File: src/hdl/rlpse_pkg.sv
// Shared types and constants for the streaming RLP encoder.
// No dependencies; imported by every module of the block.
`default_nettype none

package rlpse_pkg;

  localparam int LenW  = 32;
  localparam int ByteW = 8;
  localparam int MaxOut = 5;
  localparam int CntW  = $clog2(MaxOut + 1);

  // func codes
  localparam logic [1:0] FUNC_START = 2'd0;
  localparam logic [1:0] FUNC_DATA  = 2'd1;
  localparam logic [1:0] FUNC_LIST  = 2'd2;

  localparam logic [ByteW-1:0] STR_SHORT  = 8'h80;
  localparam logic [ByteW-1:0] STR_LONG   = 8'hB7;
  localparam logic [ByteW-1:0] LIST_SHORT = 8'hC0;
  localparam logic [ByteW-1:0] LIST_LONG  = 8'hF7;
  localparam logic [ByteW-1:0] SINGLE_HDR = 8'h81;
  localparam logic [LenW-1:0]  SHORT_LIM  = 32'd56;

  // All result words caused by one input word.
  typedef struct packed {
    logic [CntW-1:0]               cnt;
    logic [MaxOut-1:0][ByteW-1:0]  bytes;
    logic                          misuse;
  } grp_t;

endpackage

`default_nettype wire

File: src/hdl/rlpse_core.sv
// Encoder core: open-string tracking state and the one-pass encode of a word.
// Depends on rlpse_pkg.
`default_nettype none

module rlpse_core (
  input  wire logic                       clk,
  input  wire logic                       rst,
  input  wire logic                       take,
  input  wire logic [1:0]                 func,
  input  wire logic [rlpse_pkg::LenW-1:0]  length,
  input  wire logic [rlpse_pkg::ByteW-1:0] data_byte,
  output rlpse_pkg::grp_t                 grp
);
  import rlpse_pkg::*;

  logic [LenW-1:0] bytes_remaining, bytes_remaining_next;
  logic            single_pending, single_pending_next;
  logic            open_str;
  grp_t            hdr;
  logic [2:0]      nb;
  logic [ByteW-1:0] short_base, long_base;

  assign open_str   = (bytes_remaining != '0) || single_pending;
  assign short_base = (func == FUNC_LIST) ? LIST_SHORT : STR_SHORT;
  assign long_base  = (func == FUNC_LIST) ? LIST_LONG  : STR_LONG;

  always_comb begin
    if (length[31:24] != '0) begin
      nb = 3'd4;
    end else if (length[23:16] != '0) begin
      nb = 3'd3;
    end else if (length[15:8] != '0) begin
      nb = 3'd2;
    end else begin
      nb = 3'd1;
    end
  end

  // Length prefix: short form or long form with big-endian length bytes.
  always_comb begin
    hdr = '0;
    if (length < SHORT_LIM) begin
      hdr.cnt      = CntW'(1);
      hdr.bytes[0] = short_base + length[7:0];
    end else begin
      hdr.cnt      = CntW'(nb) + CntW'(1);
      hdr.bytes[0] = long_base + ByteW'(nb);
      case (nb)
        3'd4:    hdr.bytes[4:1] = {length[7:0], length[15:8], length[23:16], length[31:24]};
        3'd3:    hdr.bytes[3:1] = {length[7:0], length[15:8], length[23:16]};
        3'd2:    hdr.bytes[2:1] = {length[7:0], length[15:8]};
        default: hdr.bytes[1]   = length[7:0];
      endcase
    end
  end

  always_comb begin
    grp                  = '0;
    bytes_remaining_next = bytes_remaining;
    single_pending_next  = single_pending;
    unique case (func)
      FUNC_START: begin
        if (open_str) begin
          grp.cnt    = CntW'(1);
          grp.misuse = 1'b1;
        end else if (length == LenW'(1)) begin
          single_pending_next  = 1'b1;
          bytes_remaining_next = LenW'(1);
        end else begin
          bytes_remaining_next = length;
          grp = hdr;
        end
      end
      FUNC_DATA: begin
        if (!open_str) begin
          grp.cnt    = CntW'(1);
          grp.misuse = 1'b1;
        end else if (single_pending) begin
          single_pending_next  = 1'b0;
          bytes_remaining_next = '0;
          if (data_byte[7]) begin
            grp.cnt      = CntW'(2);
            grp.bytes[0] = SINGLE_HDR;
            grp.bytes[1] = data_byte;
          end else begin
            grp.cnt      = CntW'(1);
            grp.bytes[0] = data_byte;
          end
        end else begin
          bytes_remaining_next = bytes_remaining - LenW'(1);
          grp.cnt      = CntW'(1);
          grp.bytes[0] = data_byte;
        end
      end
      FUNC_LIST: begin
        if (open_str) begin
          grp.cnt    = CntW'(1);
          grp.misuse = 1'b1;
        end else begin
          grp = hdr;
        end
      end
      default: ;  // unused code: no words, state held
    endcase
  end

  always_ff @(posedge clk) begin
    if (rst) begin
      bytes_remaining <= '0;
      single_pending  <= 1'b0;
    end else if (take) begin
      bytes_remaining <= bytes_remaining_next;
      single_pending  <= single_pending_next;
    end
  end

endmodule

`default_nettype wire

File: src/hdl/rlpse_out.sv
// Result register and serializer: holds one encoded group, sends a byte a word.
// Depends on rlpse_pkg.
`default_nettype none

module rlpse_out (
  input  wire logic                        clk,
  input  wire logic                        rst,
  input  wire logic                        take,
  input  wire rlpse_pkg::grp_t             grp_in,
  output logic                             load_ok,
  output logic                             out_valid,
  input  wire logic                        out_ready,
  output logic [rlpse_pkg::ByteW-1:0]      out_byte,
  output logic                             last,
  output logic                             misuse
);
  import rlpse_pkg::*;

  grp_t            grp;
  logic [CntW-1:0] idx;
  logic            pop;

  assign last     = (idx == grp.cnt - CntW'(1));
  assign out_byte = grp.bytes[idx];
  assign misuse   = grp.misuse;
  assign pop      = out_valid && out_ready && last;
  // next group may load as the last byte of this one leaves
  assign load_ok  = !out_valid || pop;

  always_ff @(posedge clk) begin
    if (rst) begin
      out_valid <= 1'b0;
      idx       <= '0;
    end else if (take) begin
      out_valid <= (grp_in.cnt != '0);
      idx       <= '0;
    end else if (pop) begin
      out_valid <= 1'b0;
    end else if (out_valid && out_ready) begin
      idx <= idx + CntW'(1);
    end
  end

  always_ff @(posedge clk) begin
    if (take) begin
      grp <= grp_in;
    end
  end

endmodule

`default_nettype wire

File: src/hdl/rlp_stream_encoder.sv
// Top level of the streaming RLP encoder.
// Depends on rlpse_pkg, rlpse_core and rlpse_out.
`default_nettype none

// Streaming RLP encoder. Each input word is a string start, a string data
// byte or a list header; each output word is one encoded byte, with last
// marking the final byte caused by an input word and misuse flagging a data
// byte with no open string, or a start or list header while a string is
// unfinished. An input word is encoded in the cycle it is accepted and lands
// in a result register that sends its bytes one per cycle while out_ready is
// high. A data byte emits one byte; a header emits up to five bytes for a
// 32-bit length, all through the single output byte lane. A one-byte string
// start emits nothing until its byte arrives. Input is accepted while the
// last byte of the previous group is being taken, so streams keep full rate.
module rlp_stream_encoder (
  input  wire logic                        clk,
  input  wire logic                        rst,
  input  wire logic                        in_valid,
  output logic                             in_ready,
  input  wire logic [1:0]                  func,
  input  wire logic [rlpse_pkg::LenW-1:0]   length,
  input  wire logic [rlpse_pkg::ByteW-1:0]  data_byte,
  output logic                             out_valid,
  input  wire logic                        out_ready,
  output logic [rlpse_pkg::ByteW-1:0]      out_byte,
  output logic                             last,
  output logic                             misuse
);
  import rlpse_pkg::*;

  grp_t grp;
  logic take;

  assign take = in_valid && in_ready;

  rlpse_core u_core (
    .clk       (clk),
    .rst       (rst),
    .take      (take),
    .func      (func),
    .length    (length),
    .data_byte (data_byte),
    .grp       (grp)
  );

  rlpse_out u_out (
    .clk       (clk),
    .rst       (rst),
    .take      (take),
    .grp_in    (grp),
    .load_ok   (in_ready),
    .out_valid (out_valid),
    .out_ready (out_ready),
    .out_byte  (out_byte),
    .last      (last),
    .misuse    (misuse)
  );

endmodule

`default_nettype wire

File: config.mk
export PLATFORM = sky130hd
export DESIGN_NAME = rlp_stream_encoder
export DESIGN_NICKNAME = d
export VERILOG_FILES = /design/src/hdl/rlpse_pkg.sv /design/src/hdl/rlpse_core.sv /design/src/hdl/rlpse_out.sv /design/src/hdl/rlp_stream_encoder.sv
export SDC_FILE = /design/constraint.sdc
export NUM_CORES = 1
export LEC_CHECK = 0
export BUFFER_PORTS_ARGS = -buffer_cell sky130_fd_sc_hd__buf_2
export CORE_ASPECT_RATIO = 0.8
export CORE_MARGIN = 2
export CORE_UTILIZATION = 40
export DETAILED_ROUTE_END_ITERATION = 10
export GPL_TIMING_DRIVEN = 0
export HOLD_SLACK_MARGIN = 0.1
export PLACE_DENSITY = 0.66
export SLEW_MARGIN = 10
export SYNTH_ARGS = -nofsm -noshare
export SYNTH_HDL_FRONTEND = slang
export SYNTH_SLANG_ARGS = --single-unit
File: constraint.sdc
create_clock -name clk -period 3.7 [get_ports clk]
set_input_delay 0 -clock clk [delete_from_list [all_inputs] [get_ports clk]]
set_output_delay 0 -clock clk [all_outputs]
set_load 0.02 [all_outputs]
Yosys cells after proc, flatten, opt, wreduce, memory -nomap -nowiden
Index checks and enable logic that the tools add are counted.

word-level totals
  register bits = 81
  bits in latches = 0
  memory bits (writable) = 0
  ROM bits = 0
  word-level logic and storage cells = 92
  memories kept = 0

cells by class
  add/sub/neg operators = 6
  $mul = 0
  divide/modulo/power cells = 0
  order comparisons = 2
  equal/unequal tests = 10
  shift-type cells = 0
  muxes and demuxes = 44
  bitwise operators = 1
  reductions and logical operators = 18

operator list
  operator                                                                        count
  32-bit two-way mux                                                              5
  40-bit two-way mux                                                              2
  32-bit case mux with 2 select lines                                             1
  8-bit two-way mux                                                               7
  17-bit case mux with 3 select lines                                             1
  24-bit case mux with 2 select lines                                             1
  8-bit case mux with 3 select lines                                              2
  44-bit two-way mux                                                              1
  32-bit by 1-bit equality test with 1-bit output (second input constant)         1
  32-bit by 6-bit less-than comparator with 1-bit output (second input constant)  1
  32-bit nonzero test                                                             1
  32-bit by 1-bit subtractor with 32-bit output (second input constant)           1
  8-bit binary-select mux with 3-bit select                                       1
  8-bit nonzero test                                                              3
  3-bit two-way mux                                                               6
  16-bit two-way mux                                                              1
  8-bit case mux with 2 select lines                                              1
  7-bit two-way mux                                                               2
  3-bit case mux with 3 select lines                                              1
  8-bit by 3-bit adder with 8-bit output                                          1
  8-bit adder                                                                     1
  1-bit two-way mux                                                               8
  3-bit by 1-bit adder with 3-bit output (second input constant)                  2
  3-bit by 2-bit equality test with 1-bit output (second input constant)          2
  other kinds (21)                                                                28

Depth between registers and ports, before layout
Gate-level depths: netlist (run 1).

  depth after elaboration = 12
  gate-level depth with buffers = 13

Modules after synthesis
A second synthesis (run 1) with hierarchy kept.

unflattened totals
  cells, all modules = 562
  area, all modules = 5061.1 um2

by module, submodules not included
  module              instances  cells an instance  area each (um2)
  rlpse_core          1          448                3113.0
  rlpse_out           1          113                1941.9
  rlp_stream_encoder  1          1                  6.3

Worst setup path after synthesis (run 1)
OpenSTA, ideal clock, no wires.

  path kind = reg-to-reg
  start = register u_out.grp[41] (netlist name)
  end = register u_core.bytes_remaining[5]
  arrival time = 3203 ps
  setup slack = 362 ps
  cell stages (with the launch flop) = 9
  clock period less this slack = 3338 ps
  cells stage by stage = edfxtp_1 -> inv_1 -> ha_1 -> xor3_1 -> o41ai_4 -> clkbuf_1 -> nand3_1 -> a21oi_1 -> o32ai_1

between the ends
  cells in the longest elaborated chain, start to end = 6

RTL lines
  item                                         line                      RTL
  from (decl)                                  rlpse_out.sv:19           grp_t grp;
  from (signal assigned)                       rlpse_out.sv:46           grp <= grp_in;
  3-bit by 1-bit subtractor with 3-bit output  rlpse_out.sv:23           assign last = (idx == grp.cnt - CntW'(1));
  3-bit equality test                          rlpse_out.sv:23
  1-bit logical AND                            rlpse_out.sv:26           assign pop = out_valid && out_ready && last;
  1-bit logical OR                             rlpse_out.sv:28           assign load_ok = !out_valid || pop;
  1-bit logical AND                            rlp_stream_encoder.sv:34  assign take = in_valid && in_ready;
  net take                                     rlp_stream_encoder.sv:32  logic take;
  4-bit AND reduction (no line)                --
  to (signal assigned)                         rlpse_core.sv:112         bytes_remaining <= bytes_remaining_next;
  to (decl)                                    rlpse_core.sv:16          logic [LenW-1:0] bytes_remaining, bytes_remaining_next;

The timed path passes the listed nets, and every way through them passes these cells.
A chain may end at the register's enable or synchronous reset.

==> results.cfg, run 1 <==
[pwr]
internal_power_mw = 3.03
seqPwrFrac_pct = 25.7
pwr_density_cell_mw_per_mm2 = 871
sw_frac_of_total_pct = 48.3
leakagePower_nw = 2.48
combinational_group_share_of_total_power_pct = 59.0
switching_power_mw = 2.83
ir_worst_vdd_v = 0.000405
share_clk_of_total_power_pct = 15.3

[placement]
gpl.final_weighted_congestion = 0.985
hpwlAfterDp_um = 15700
placed_standard_cell_area_mm2 = 0.00618
io_buffer_count = 55

[finish]
layout_commonest_cell = sky130_fd_sc_hd__nand2_1
antennaDiodeCount = 0
layout.core_utilization_pct = 49.1
fillCellCount = 1337
layout-drive-gt1-share_pct = 15.2
layout_common_cells = sky130_fd_sc_hd__nand2_1, sky130_fd_sc_hd__buf_2, sky130_fd_sc_hd__nor2_1, sky130_fd_sc_hd__a21oi_1, sky130_fd_sc_hd__edfxtp_1
finish.instance_area_mm2 = 0.00673
nets = 805
multi_input_comb_area_mm2 = 0.00323
regArea_mm2 = 0.00206
areaGrowthSynthToFinish_pct = 19.0

[global_routing]
global_route.usage.total_pct = 29.1
antenna_found_initial = 0
grt_first_pass_wirelength_um = 32700
global_route.overflow_total = 0
first_global_vias = 5781
grt_max_degree = 31

[routing]
drc = 0
route.detailed.wl_per_inst_um = 22.7
detail_route.vias_per_cell = 6.50
postRouteAntennaNets = 0
drt_first_pass_iters = 7
detailedRoute.firstIterationViolations = 958
dr_total_vias = 6082
wl_um = 21200

[critical_path]
crit_buf_inv = 6
rr_startpoint = u_core.bytes_remaining[0]
critical-path-max-stage-delay_ns = 0.54
r2r_cells = 10
worst_path_max_delay_cell = sky130_fd_sc_hd__dlygate4sd3_1
critical_path.startpoint_type = input pin
critical-path-top-delay-family = buffers and inverters
critPathMaxFanout = 15
crit_chain = dlygate4sd3_1 -> buf_2 -> nor4_1 -> nand2_1 -> clkinv_1 -> nand2_1 -> inv_1 -> ha_1 -> ha_1 -> clkbuf_1 -> clkbuf_1 -> nand2_1 -> a31oi_1
reg2reg_to = u_out.out_valid
worstSetupEndpointType = flop
worst_ep_arrival_time_ns = 3.63
worst_path_most_repeated_cell = sky130_fd_sc_hd__nand2_1
required_ns = 3.86
ff2ff_setup_slack_ns = 0.63
critPathKind = in2reg

[min_path]
hold_path.class = in2reg
hold_path.startpoint = out_ready
worst_hold_path.num_cells = 4
min_to = u_out.idx[2]

[synth]
async_reset_ff_share_pct = 0
synth_enable_flop_cells = 44
netlist-cell-type-count = 73
mapped_cell_area_mm2 = 0.00565
synthesis.area_per_instance_um2 = 8.57
synth_seq_area_share_pct = 36.5
synth-seq-cells = 81
ys.flop_type = sky130_fd_sc_hd__edfxtp_1
number_of_warnings_printed_during_yosys_synthesis = 0
synthesis.nets = 713
syn-instance-count = 659

[sta]
finalCriticalPeriod_ns = 3.47
max_slew.worst_pin.slew_ns = 0.937
max_freq_mhz = 288
slew_hr_pct = 37.0
post-route-period-util_pct = 93.8
rsz0062_at_grt = false
clock-skew-final_ns = 0.0123
setup_violations = 0
timing.final.max_slew_violations = 0
total_count_of_hold_check_failures_in_the_final_report = 0

[die]
fp.coreArea_mm2 = 0.0137
design.portCount = 58
core_rows = 38
die_x_um = 137
die_area_mm2 = 0.0151
fp.dieH_um = 110
floorplan.initialDensity_pct = 41.3

[flow_run]
timing.max_cap.violations = 0

[clocking]
cts.root.buffer_cell = sky130_fd_sc_hd__clkbuf_16
cts_resized = 0
worst_setup_hold_path_clk_slew_ns = 0.06
max-clock-path-buffers = 2
tritoncts.num_buffers = 9
post-cts-setup-buffers = 0
tritoncts = yes
cts-htree-levels = 3
cts.sinks = 81
clock_latency_of_the_later_clocked_register_in_the_worst_skew_pair_ns = 0.35

[status]
status = completed
-- synth_stat cells, types with 5 or more instances --
library cell / number / share of area (%)
sky130_fd_sc_hd__o21ai_1: 6 / 0.53
sky130_fd_sc_hd__a21oi_1: 46 / 4.1
sky130_fd_sc_hd__o22ai_1: 8 / 0.89
sky130_fd_sc_hd__a211oi_1: 21 / 2.8
sky130_fd_sc_hd__nor3_1: 21 / 1.9
sky130_fd_sc_hd__nand3_1: 29 / 2.6
sky130_fd_sc_hd__mux2i_1: 23 / 4.1
sky130_fd_sc_hd__a31oi_1: 19 / 2.1
sky130_fd_sc_hd__ha_1: 8 / 1.8
sky130_fd_sc_hd__or3_1: 9 / 1.0
sky130_fd_sc_hd__o32ai_1: 19 / 2.9
sky130_fd_sc_hd__o31ai_1: 6 / 0.80
sky130_fd_sc_hd__a221o_1: 8 / 1.4
sky130_fd_sc_hd__a22oi_1: 16 / 2.1
sky130_fd_sc_hd__o21ai_0: 15 / 1.3
sky130_fd_sc_hd__clkbuf_1: 32 / 2.1
sky130_fd_sc_hd__buf_6: 6 / 1.2
sky130_fd_sc_hd__and3_1: 16 / 1.8
sky130_fd_sc_hd__nand2_1: 79 / 5.2
sky130_fd_sc_hd__and4_1: 5 / 0.77
sky130_fd_sc_hd__edfxtp_1: 44 / 23
sky130_fd_sc_hd__dfxtp_1: 37 / 13
sky130_fd_sc_hd__nand4_1: 7 / 0.77
sky130_fd_sc_hd__a32o_1: 5 / 0.89
sky130_fd_sc_hd__nor4_1: 19 / 2.1
sky130_fd_sc_hd__buf_2: 12 / 1.1
sky130_fd_sc_hd__o211ai_1: 6 / 0.80
sky130_fd_sc_hd__nor2_1: 46 / 3.1
sky130_fd_sc_hd__xnor2_1: 5 / 0.77
sky130_fd_sc_hd__inv_1: 18 / 1.2
-- cells by family after synthesis --
logic type                 after synthesis  synth area share [%]
AOI/OAI and AO/OA                      202                  25.6
xor gates and xnor gates                 7                  1.35
adders and majority gates                8                  1.77
buffers and inverters                   77                  6.38
DFF                                     81                  36.5
muxes                                   23                  4.07
and+or+nand+nor                        261                  24.4
-- how the worst max path moves through the flow --
stage | startpoint | endpoint | depth (start not counted)
global route | length[24] | u_out.grp[15] | 14
detailed placement | length[26] | u_out.grp[22] | 13
CTS | length[24] | u_out.grp[22] | 14
global placement | u_out.grp[41] | u_core.bytes_remaining[5] | 8
finish | length[24] | u_out.grp[22] | 13
floorplan | u_out.grp[41] | u_core.bytes_remaining[5] | 8
-- power by group through the flow --
stage | Sequential [mW] | Clock (mW) | Combinational [mW]
global placement | 1.52 | 0 | 3.22
detailed placement | 1.52 | 0 | 3.30
floorplan | 1.49 | 0 | 2.35
global route | 1.54 | 0.948 | 3.67
CTS | 1.50 | 0.904 | 3.34
finish | 1.51 | 0.894 | 3.46
-- tightest hold or removal path: stages --
cell	delay, ns
sky130_fd_sc_hd__buf_2	0.12
sky130_fd_sc_hd__nand4_1	0.11
sky130_fd_sc_hd__xor2_1	0.07
sky130_fd_sc_hd__nor3_1	0.11
-- metal layers --
| layer | vias to the layer above | share of wire (%) | track usage, % |
|---|---|---|---|
| li1 | 2739 | - | - |
| met2 | 459 | 41 | 42.0 |
| met5 | - | 0 | 0 |
| met1 | 2823 | 43 | 41.1 |
| met4 | 0 | 3.4 | 11.3 |
| met3 | 61 | 13 | 8.18 |
-- registers in the layout, indices dropped and copies added, names as in the netlist --
| signal | count |
|---|---|
| u_core.bytes_remaining | 32 |
| u_core.single_pending | 1 |
| u_out.grp | 43 |
| u_out.idx | 3 |
| u_out.misuse | 1 |
| u_out.out_valid | 1 |
-- area by class of cell --
cell class                 instances  area share (%)
buffer                            56            4.20
tap                              180            3.35
inverter                          20            1.12
multi-input combinational        501            48.0
clock inverter                     6           0.893
clock buffer                      10            3.40
timing repair buffer              82            8.37
sequential                        81            30.7
-- per-stage QoR --
| stage | power [mW] | hold WS, ns | worst slack [ns] | setup TNS (ns) | std cells |
|---|---|---|---|---|---|
| finish | 5.86 | 0.102 | 0.228 | 0 | 936 |
| global route | 6.16 | 0.126 | 0.0293 | 0 | 936 |
| detailed placement | 4.82 | 0.321 | 0.314 | 0 | 895 |
| global placement | 4.74 | 0.328 | -0.504 | -17.47 | 894 |
| floorplan | 3.85 | 0.177 | 0.362 | 0 | 659 |
| CTS | 5.74 | 0.101 | 0.131 | 0 | 937 |
-- what timing repair did --
item,CTS,global route
setup endpoints to repair,0,19
endpoints found under the hold margin,32,0
hold buffers,26,0
No activity file was read; power rests on OpenSTA's default activity.
==> run 2, diff against run 1 <==
- BUFFER_PORTS_ARGS: -buffer_cell sky130_fd_sc_hd__buf_2 -> not set
- DONT_BUFFER_PORTS: not set -> 1
- PLACE_DENSITY: 0.66 -> 0.64
- clock period: 3.7 -> 2.9 ns (I/O delays scaled with it)
==> results.cfg, run 2 (same netlist as run 1, synthesis figures left out) <==
[status]
status = completed

[global_routing]
first_global_vias = 5724
grt_max_degree = 54
antenna_found_initial = 0
global_route.usage.total_pct = 32.3
grt_first_pass_wirelength_um = 35300
global_route.overflow_total = 0

[pwr]
ir_worst_vdd_v = 0.000564
pwr_density_cell_mw_per_mm2 = 1140
leakagePower_nw = 2.32
report.power.total_mw = 7.53

[critical_path]
worst_ep_arrival_time_ns = 2.99
ff2ff_setup_slack_ns = 0.13
r2r_cells = 8
worstSetupEndpointType = flop
critical_path.startpoint_type = flop
rr_startpoint = u_core.bytes_remaining[15]
reg2reg_to = u_core.bytes_remaining[4]
required_ns = 3.12
worst_path_max_delay_cell = sky130_fd_sc_hd__nor3_1
crit_chain = nor3_1 -> and4_1 -> buf_6 -> nand3_2 -> buf_4 -> buf_2 -> a211oi_1 -> o32ai_1
critical-path-max-stage-delay_ns = 0.56
critPathMaxFanout = 10
critPathKind = reg2reg

[clocking]
tritoncts.num_buffers = 9
cts.sinks = 81
cts.root.buffer_cell = sky130_fd_sc_hd__clkbuf_16
worst_setup_hold_path_clk_slew_ns = 0.07
cts-htree-levels = 3
max-clock-path-buffers = 2
clock_latency_of_the_later_clocked_register_in_the_worst_skew_pair_ns = 0.36
tritoncts = yes

[finish]
layout.core_utilization_pct = 48.3
fillCellCount = 1339
areaGrowthSynthToFinish_pct = 17.2
nets = 768
layout_common_cells = sky130_fd_sc_hd__nand2_1, sky130_fd_sc_hd__nor2_1, sky130_fd_sc_hd__a21oi_1
layout-drive-gt1-share_pct = 9.46
max_flop_register = u_out.grp
stdcell_count = 899
antennaDiodeCount = 0
largestRegisters = u_out.grp (43), u_core.bytes_remaining (32), u_out.idx (3)
largest_reg_flops = 43
layout_commonest_cell = sky130_fd_sc_hd__nand2_1
finish.instance_area_mm2 = 0.00662

[min_path]
min_to = u_out.grp[16]
hold_path.class = in2reg
worst_hold_path.num_cells = 3
hold_path.startpoint = length[15]

[die]
core_rows = 38
die_x_um = 137
die_area_mm2 = 0.0151
fp.dieH_um = 110
floorplan.initialDensity_pct = 41.3
design.portCount = 58
fp.coreArea_mm2 = 0.0137

[placement]
gpl.final_weighted_congestion = 0.994
placed_standard_cell_area_mm2 = 0.00588
io_buffer_count = 0
hpwlAfterDp_um = 16300
preCtsSetupSlack_ns = -0.360
placed_cells_incl_taps = 839

[sta]
finalWorstSetupSlack_ns = 0.135
clock-skew-final_ns = 0.0128
post-route-period-util_pct = 95.4
fin_setup_tns_ns = 0
max_freq_mhz = 362
slew_hr_pct = 21.7
timing.final.max_slew_violations = 0
rsz0062_at_grt = false
total_count_of_hold_check_failures_in_the_final_report = 0
finalCriticalPeriod_ns = 2.77
final.hold.worst_slack_ns = 0.118
setup_violations = 0
max_slew.worst_pin.slew_ns = 1.16

[routing]
drc = 0
drt_first_pass_iters = 6
postRouteAntennaNets = 0
wl_um = 24100
detailedRoute.firstIterationViolations = 1078
dr_total_vias = 6195
route.detailed.wl_per_inst_um = 26.8
detail_route.vias_per_cell = 6.89

[flow_run]
timing.max_cap.violations = 0
run 2: cell count changes in the layout (fill, tap and decap cells not counted), sizes merged:
| cell | delta |
|---|---|
| clkbuf | -2 |
| dlygate4sd3 | +15 |
| clkinvlp | +2 |
| bufinv | -1 |
| buf | -51 |
run 2: worst max-delay path by stage:
stage | start | endpoint | slack (ns)
3_5_place_dp | length[30] | u_out.grp[18] | -0.36
4_1_cts | u_out.grp[41] | u_core.bytes_remaining[25] | 0.02
6_report | u_core.bytes_remaining[15] | u_core.bytes_remaining[4] | 0.13
3_3_place_gp | u_out.grp[41] | u_core.bytes_remaining[5] | -0.28
2_1_floorplan | u_out.grp[41] | u_core.bytes_remaining[5] | 0.29
5_1_grt | length[30] | u_out.grp[22] | 0.02
run 2: routing by layer:
metal	vias to the layer above	global-route usage [%]	share of wire (%)
li1	2665	-	-
met1	2940	44.9	40
met2	505	47.4	42
met3	85	8.82	14
met4	0	13.4	4.1
met5	-	0	0
run 2: layout make-up:
cell class / count / area [µm²] / area share, %
multi-input cells: 501 / 3240 / 49.0
flip-flops and latches: 81 / 2060 / 31.1
repair buffers: 46 / 448 / 6.77
plain buffers: 55 / 283 / 4.27
clock buffers: 9 / 225 / 3.40
well taps: 180 / 225 / 3.40
inverters: 20 / 78.8 / 1.19
clock inverters: 7 / 57.6 / 0.869
run 2: power by group:
part           switching [mW]  internal (mW)  leakage (nW)
clock network           0.516          0.585         0.128
logic                    3.00           1.47          1.46
registers               0.232           1.72         0.736
run 2: critical path, delay by kind of cell, from the launching register on:
kind	cells	cell delay (ns)
compound gates	2	0.48
buf+inv	3	0.65
simple gates	3	1.14
flops	1	0.34
run 2: repair_timing:
item	in CTS	in global routing
gates resized for setup	1	5
hold buffers	41	0
pin swaps	0	1
setup buffers	0	5
hold endpoints to repair	75	0
endpoints found under the setup margin	54	41
==> run 3, diff against run 2 <==
- CTS_CLUSTER_SIZE: not set -> 28
- SYNTH_HIERARCHICAL: not set -> 1
==> results.cfg, run 3 <==
[status]
status = completed

[die]
die_x_um = 130
design.portCount = 58
floorplan.initialDensity_pct = 41.3
fp.coreArea_mm2 = 0.0123
die_area_mm2 = 0.0136
fp.dieH_um = 105
core_rows = 36

[critical_path]
critical-path-top-delay-family = simple AND/OR/NAND/NOR gates
worst_path_max_delay_cell = sky130_fd_sc_hd__or4_4
worst_ep_arrival_time_ns = 3.17
worst-path-stages = 9
critical_path.startpoint_type = flop
worst_path_most_repeated_cell = sky130_fd_sc_hd__or4_4
critPathKind = reg2reg
critPathMaxFanout = 4
worstSetupEndpointType = flop
crit_buf_inv = 1
required_ns = 3.20
r2r_cells = 9
critical-path-max-stage-delay_ns = 0.55
crit_chain = or4_4 -> or4b_4 -> or4_4 -> nor2_4 -> buf_8 -> a31o_4 -> nor3_2 -> a211oi_1 -> o21a_1

[clocking]
max-clock-path-buffers = 2
cts.root.buffer_cell = sky130_fd_sc_hd__clkbuf_16
cts.sinks = 81
tritoncts = yes
clock_latency_of_the_later_clocked_register_in_the_worst_skew_pair_ns = 0.35
cts-htree-levels = 3
worst_setup_hold_path_clk_slew_ns = 0.06
tritoncts.num_buffers = 9

[finish]
nets = 694
layout-drive-gt1-share_pct = 16.4
stdcell_count = 816
antennaDiodeCount = 0
largestRegisters = u_out/grp (43), u_core/bytes_remaining (32), u_out/idx (3)
max_flop_register = u_out/grp
largest_reg_flops = 43
layout_common_cells = sky130_fd_sc_hd__nor2_1, sky130_fd_sc_hd__dlygate4sd3_1, sky130_fd_sc_hd__edfxtp_1
layout_commonest_cell = sky130_fd_sc_hd__nor2_1
areaGrowthSynthToFinish_pct = 28.0

[placement]
hpwlAfterDp_um = 12600
io_buffer_count = 0
preCtsSetupSlack_ns = -0.541
placed_cells_incl_taps = 733
gpl.final_weighted_congestion = 0.950

[global_routing]
busiest_layer = met2
antenna_found_initial = 0
global_route.overflow_total = 0
met2_usage_pct = 42.6
global_route.usage.total_pct = 30.1
first_global_vias = 5111
grt.met3_usage_pct = 10.4
grt_use_met1_pct = 41.1
grt_first_pass_wirelength_um = 30400
grt_max_degree = 27

[min_path]
hold_path.class = in2reg
worst_hold_path.num_cells = 3

[synth]
yosysMostFrequentCell = sky130_fd_sc_hd__nor2_1
synth_enable_flop_cells = 44
synth_seq_area_share_pct = 40.7
synth_top_area_share_pct = 26.1
synthTopCellsByCount = sky130_fd_sc_hd__nor2_1, sky130_fd_sc_hd__edfxtp_1, sky130_fd_sc_hd__nand2_1
synth-seq-cells = 81
netlist-cell-type-count = 66
synthesis.area_per_instance_um2 = 9.01
mapped_cell_area_mm2 = 0.00506
yosysTopAreaCell = sky130_fd_sc_hd__edfxtp_1
number_of_warnings_printed_during_yosys_synthesis = 6
synth.top_cells.by_area = sky130_fd_sc_hd__edfxtp_1, sky130_fd_sc_hd__dfxtp_1, sky130_fd_sc_hd__nor2_1, sky130_fd_sc_hd__nand2_1, sky130_fd_sc_hd__a22oi_1
synthesis.nets = 616
async_reset_ff_share_pct = 0
syn-instance-count = 562
ys.flop_type = sky130_fd_sc_hd__edfxtp_1

[sta]
max_slew.worst_pin.slew_ns = 0.828
finalWorstSetupSlack_ns = 0.0243
total_count_of_hold_check_failures_in_the_final_report = 0
max_freq_mhz = 348
finalCriticalPeriod_ns = 2.88
clock-skew-final_ns = 0.0106
post-route-period-util_pct = 99.2
setup_violations = 0
slew_hr_pct = 44.8
timing.final.max_slew_violations = 0
fin_setup_tns_ns = 0

[routing]
detail_route.vias_per_cell = 6.49
drt_first_pass_iters = 6
drc = 0
dr_total_vias = 5298
postRouteAntennaNets = 0
route.detailed.wl_per_inst_um = 24.5
wl_um = 20000
detailedRoute.firstIterationViolations = 731

[pwr]
ir_worst_vdd_v = 0.000337
leakagePower_nw = 2.41
pwr_density_cell_mw_per_mm2 = 610
report.power.total_mw = 3.95

[flow_run]
timing.max_cap.violations = 0
[run 3: cell types whose count changed after synthesis, moves of 16 or more]
cell                      before  now
sky130_fd_sc_hd__mux2i_1      23    2
sky130_fd_sc_hd__nor2_1       46   69
sky130_fd_sc_hd__nand3_1      29   10
sky130_fd_sc_hd__o32ai_1      19    2
sky130_fd_sc_hd__a31oi_1      19    2
sky130_fd_sc_hd__nand2_1      79   43
sky130_fd_sc_hd__a21oi_1      46   30
[run 3: cell families (layout without fill, tap and decap cells)]
family                   count (synthesis)  after routing  share of synthesized area, %
multiplexers                            11             11                          4.33
XOR/XNOR                                20             20                          3.88
adder cells (fa/ha/maj)                  8              8                          1.98
buffers and inverters                   56            137                          4.55
AO/OA/AOI/OAI                          158            158                          21.4
AND/OR/NAND/NOR                        228            230                          23.1
flip-flops                              81             81                          40.7
[run 3: layer usage]
layer | wire length (µm) | share of wire, %
met4 | 1110 | 5.5
met1 | 7830 | 39
met2 | 8330 | 42
met5 | 0 | 0
met3 | 2730 | 14
[run 3: report_power, final]
part           switching (mW)  total [mW]  internal [mW]
registers              0.0803        1.43           1.35
clock network           0.474        1.25          0.778
logic                   0.770        1.27          0.502
[run 3: layout make-up]
type / count / area, µm²
fillers: 1132 / 5770
flip-flops and latches: 81 / 2080
inverters: 19 / 75.1
plain buffers: 33 / 160
well taps: 171 / 214
clock inverters: 6 / 91.3
multi-input cells: 427 / 2980
clock buffers: 10 / 239
repair buffers: 69 / 641
[run 3: path summary, 6_finish.rpt]
check             slack [ns]                         to                       start
setup / recovery        0.02            u_out/out_valid  u_core/bytes_remaining[20]
hold / removal          0.10              u_out/grp[24]                   length[7]
hold reg to reg         0.52  u_core/bytes_remaining[9]   u_core/bytes_remaining[9]
setup reg to reg        0.02            u_out/out_valid  u_core/bytes_remaining[20]
[run 3: per-stage QoR]
step | util [%] | area (µm²) | hold WS [ns]
finish | 52.9 | 6480 | 0.103
global route | 52.9 | 6480 | 0.120
CTS | 51.7 | 6340 | 0.101
detailed placement | 43.3 | 5300 | 0.0847
global placement | 43.3 | 5300 | 0.0818
floorplan | - | 5090 | 0.0780
[run 3: tightest hold or removal path, cell delays in order]
cell	delay, ns
sky130_fd_sc_hd__and3_1	0.13
sky130_fd_sc_hd__a221oi_1	0.04
sky130_fd_sc_hd__nor2_1	0.14
[run 3: repair_timing]
action,in CTS,in global routing
setup endpoints to repair,76,70
hold endpoints to repair,78,0
pin swaps,9,10
gates cloned,2,0
hold buffers,49,0
setup buffers,13,7
resized for setup,27,29
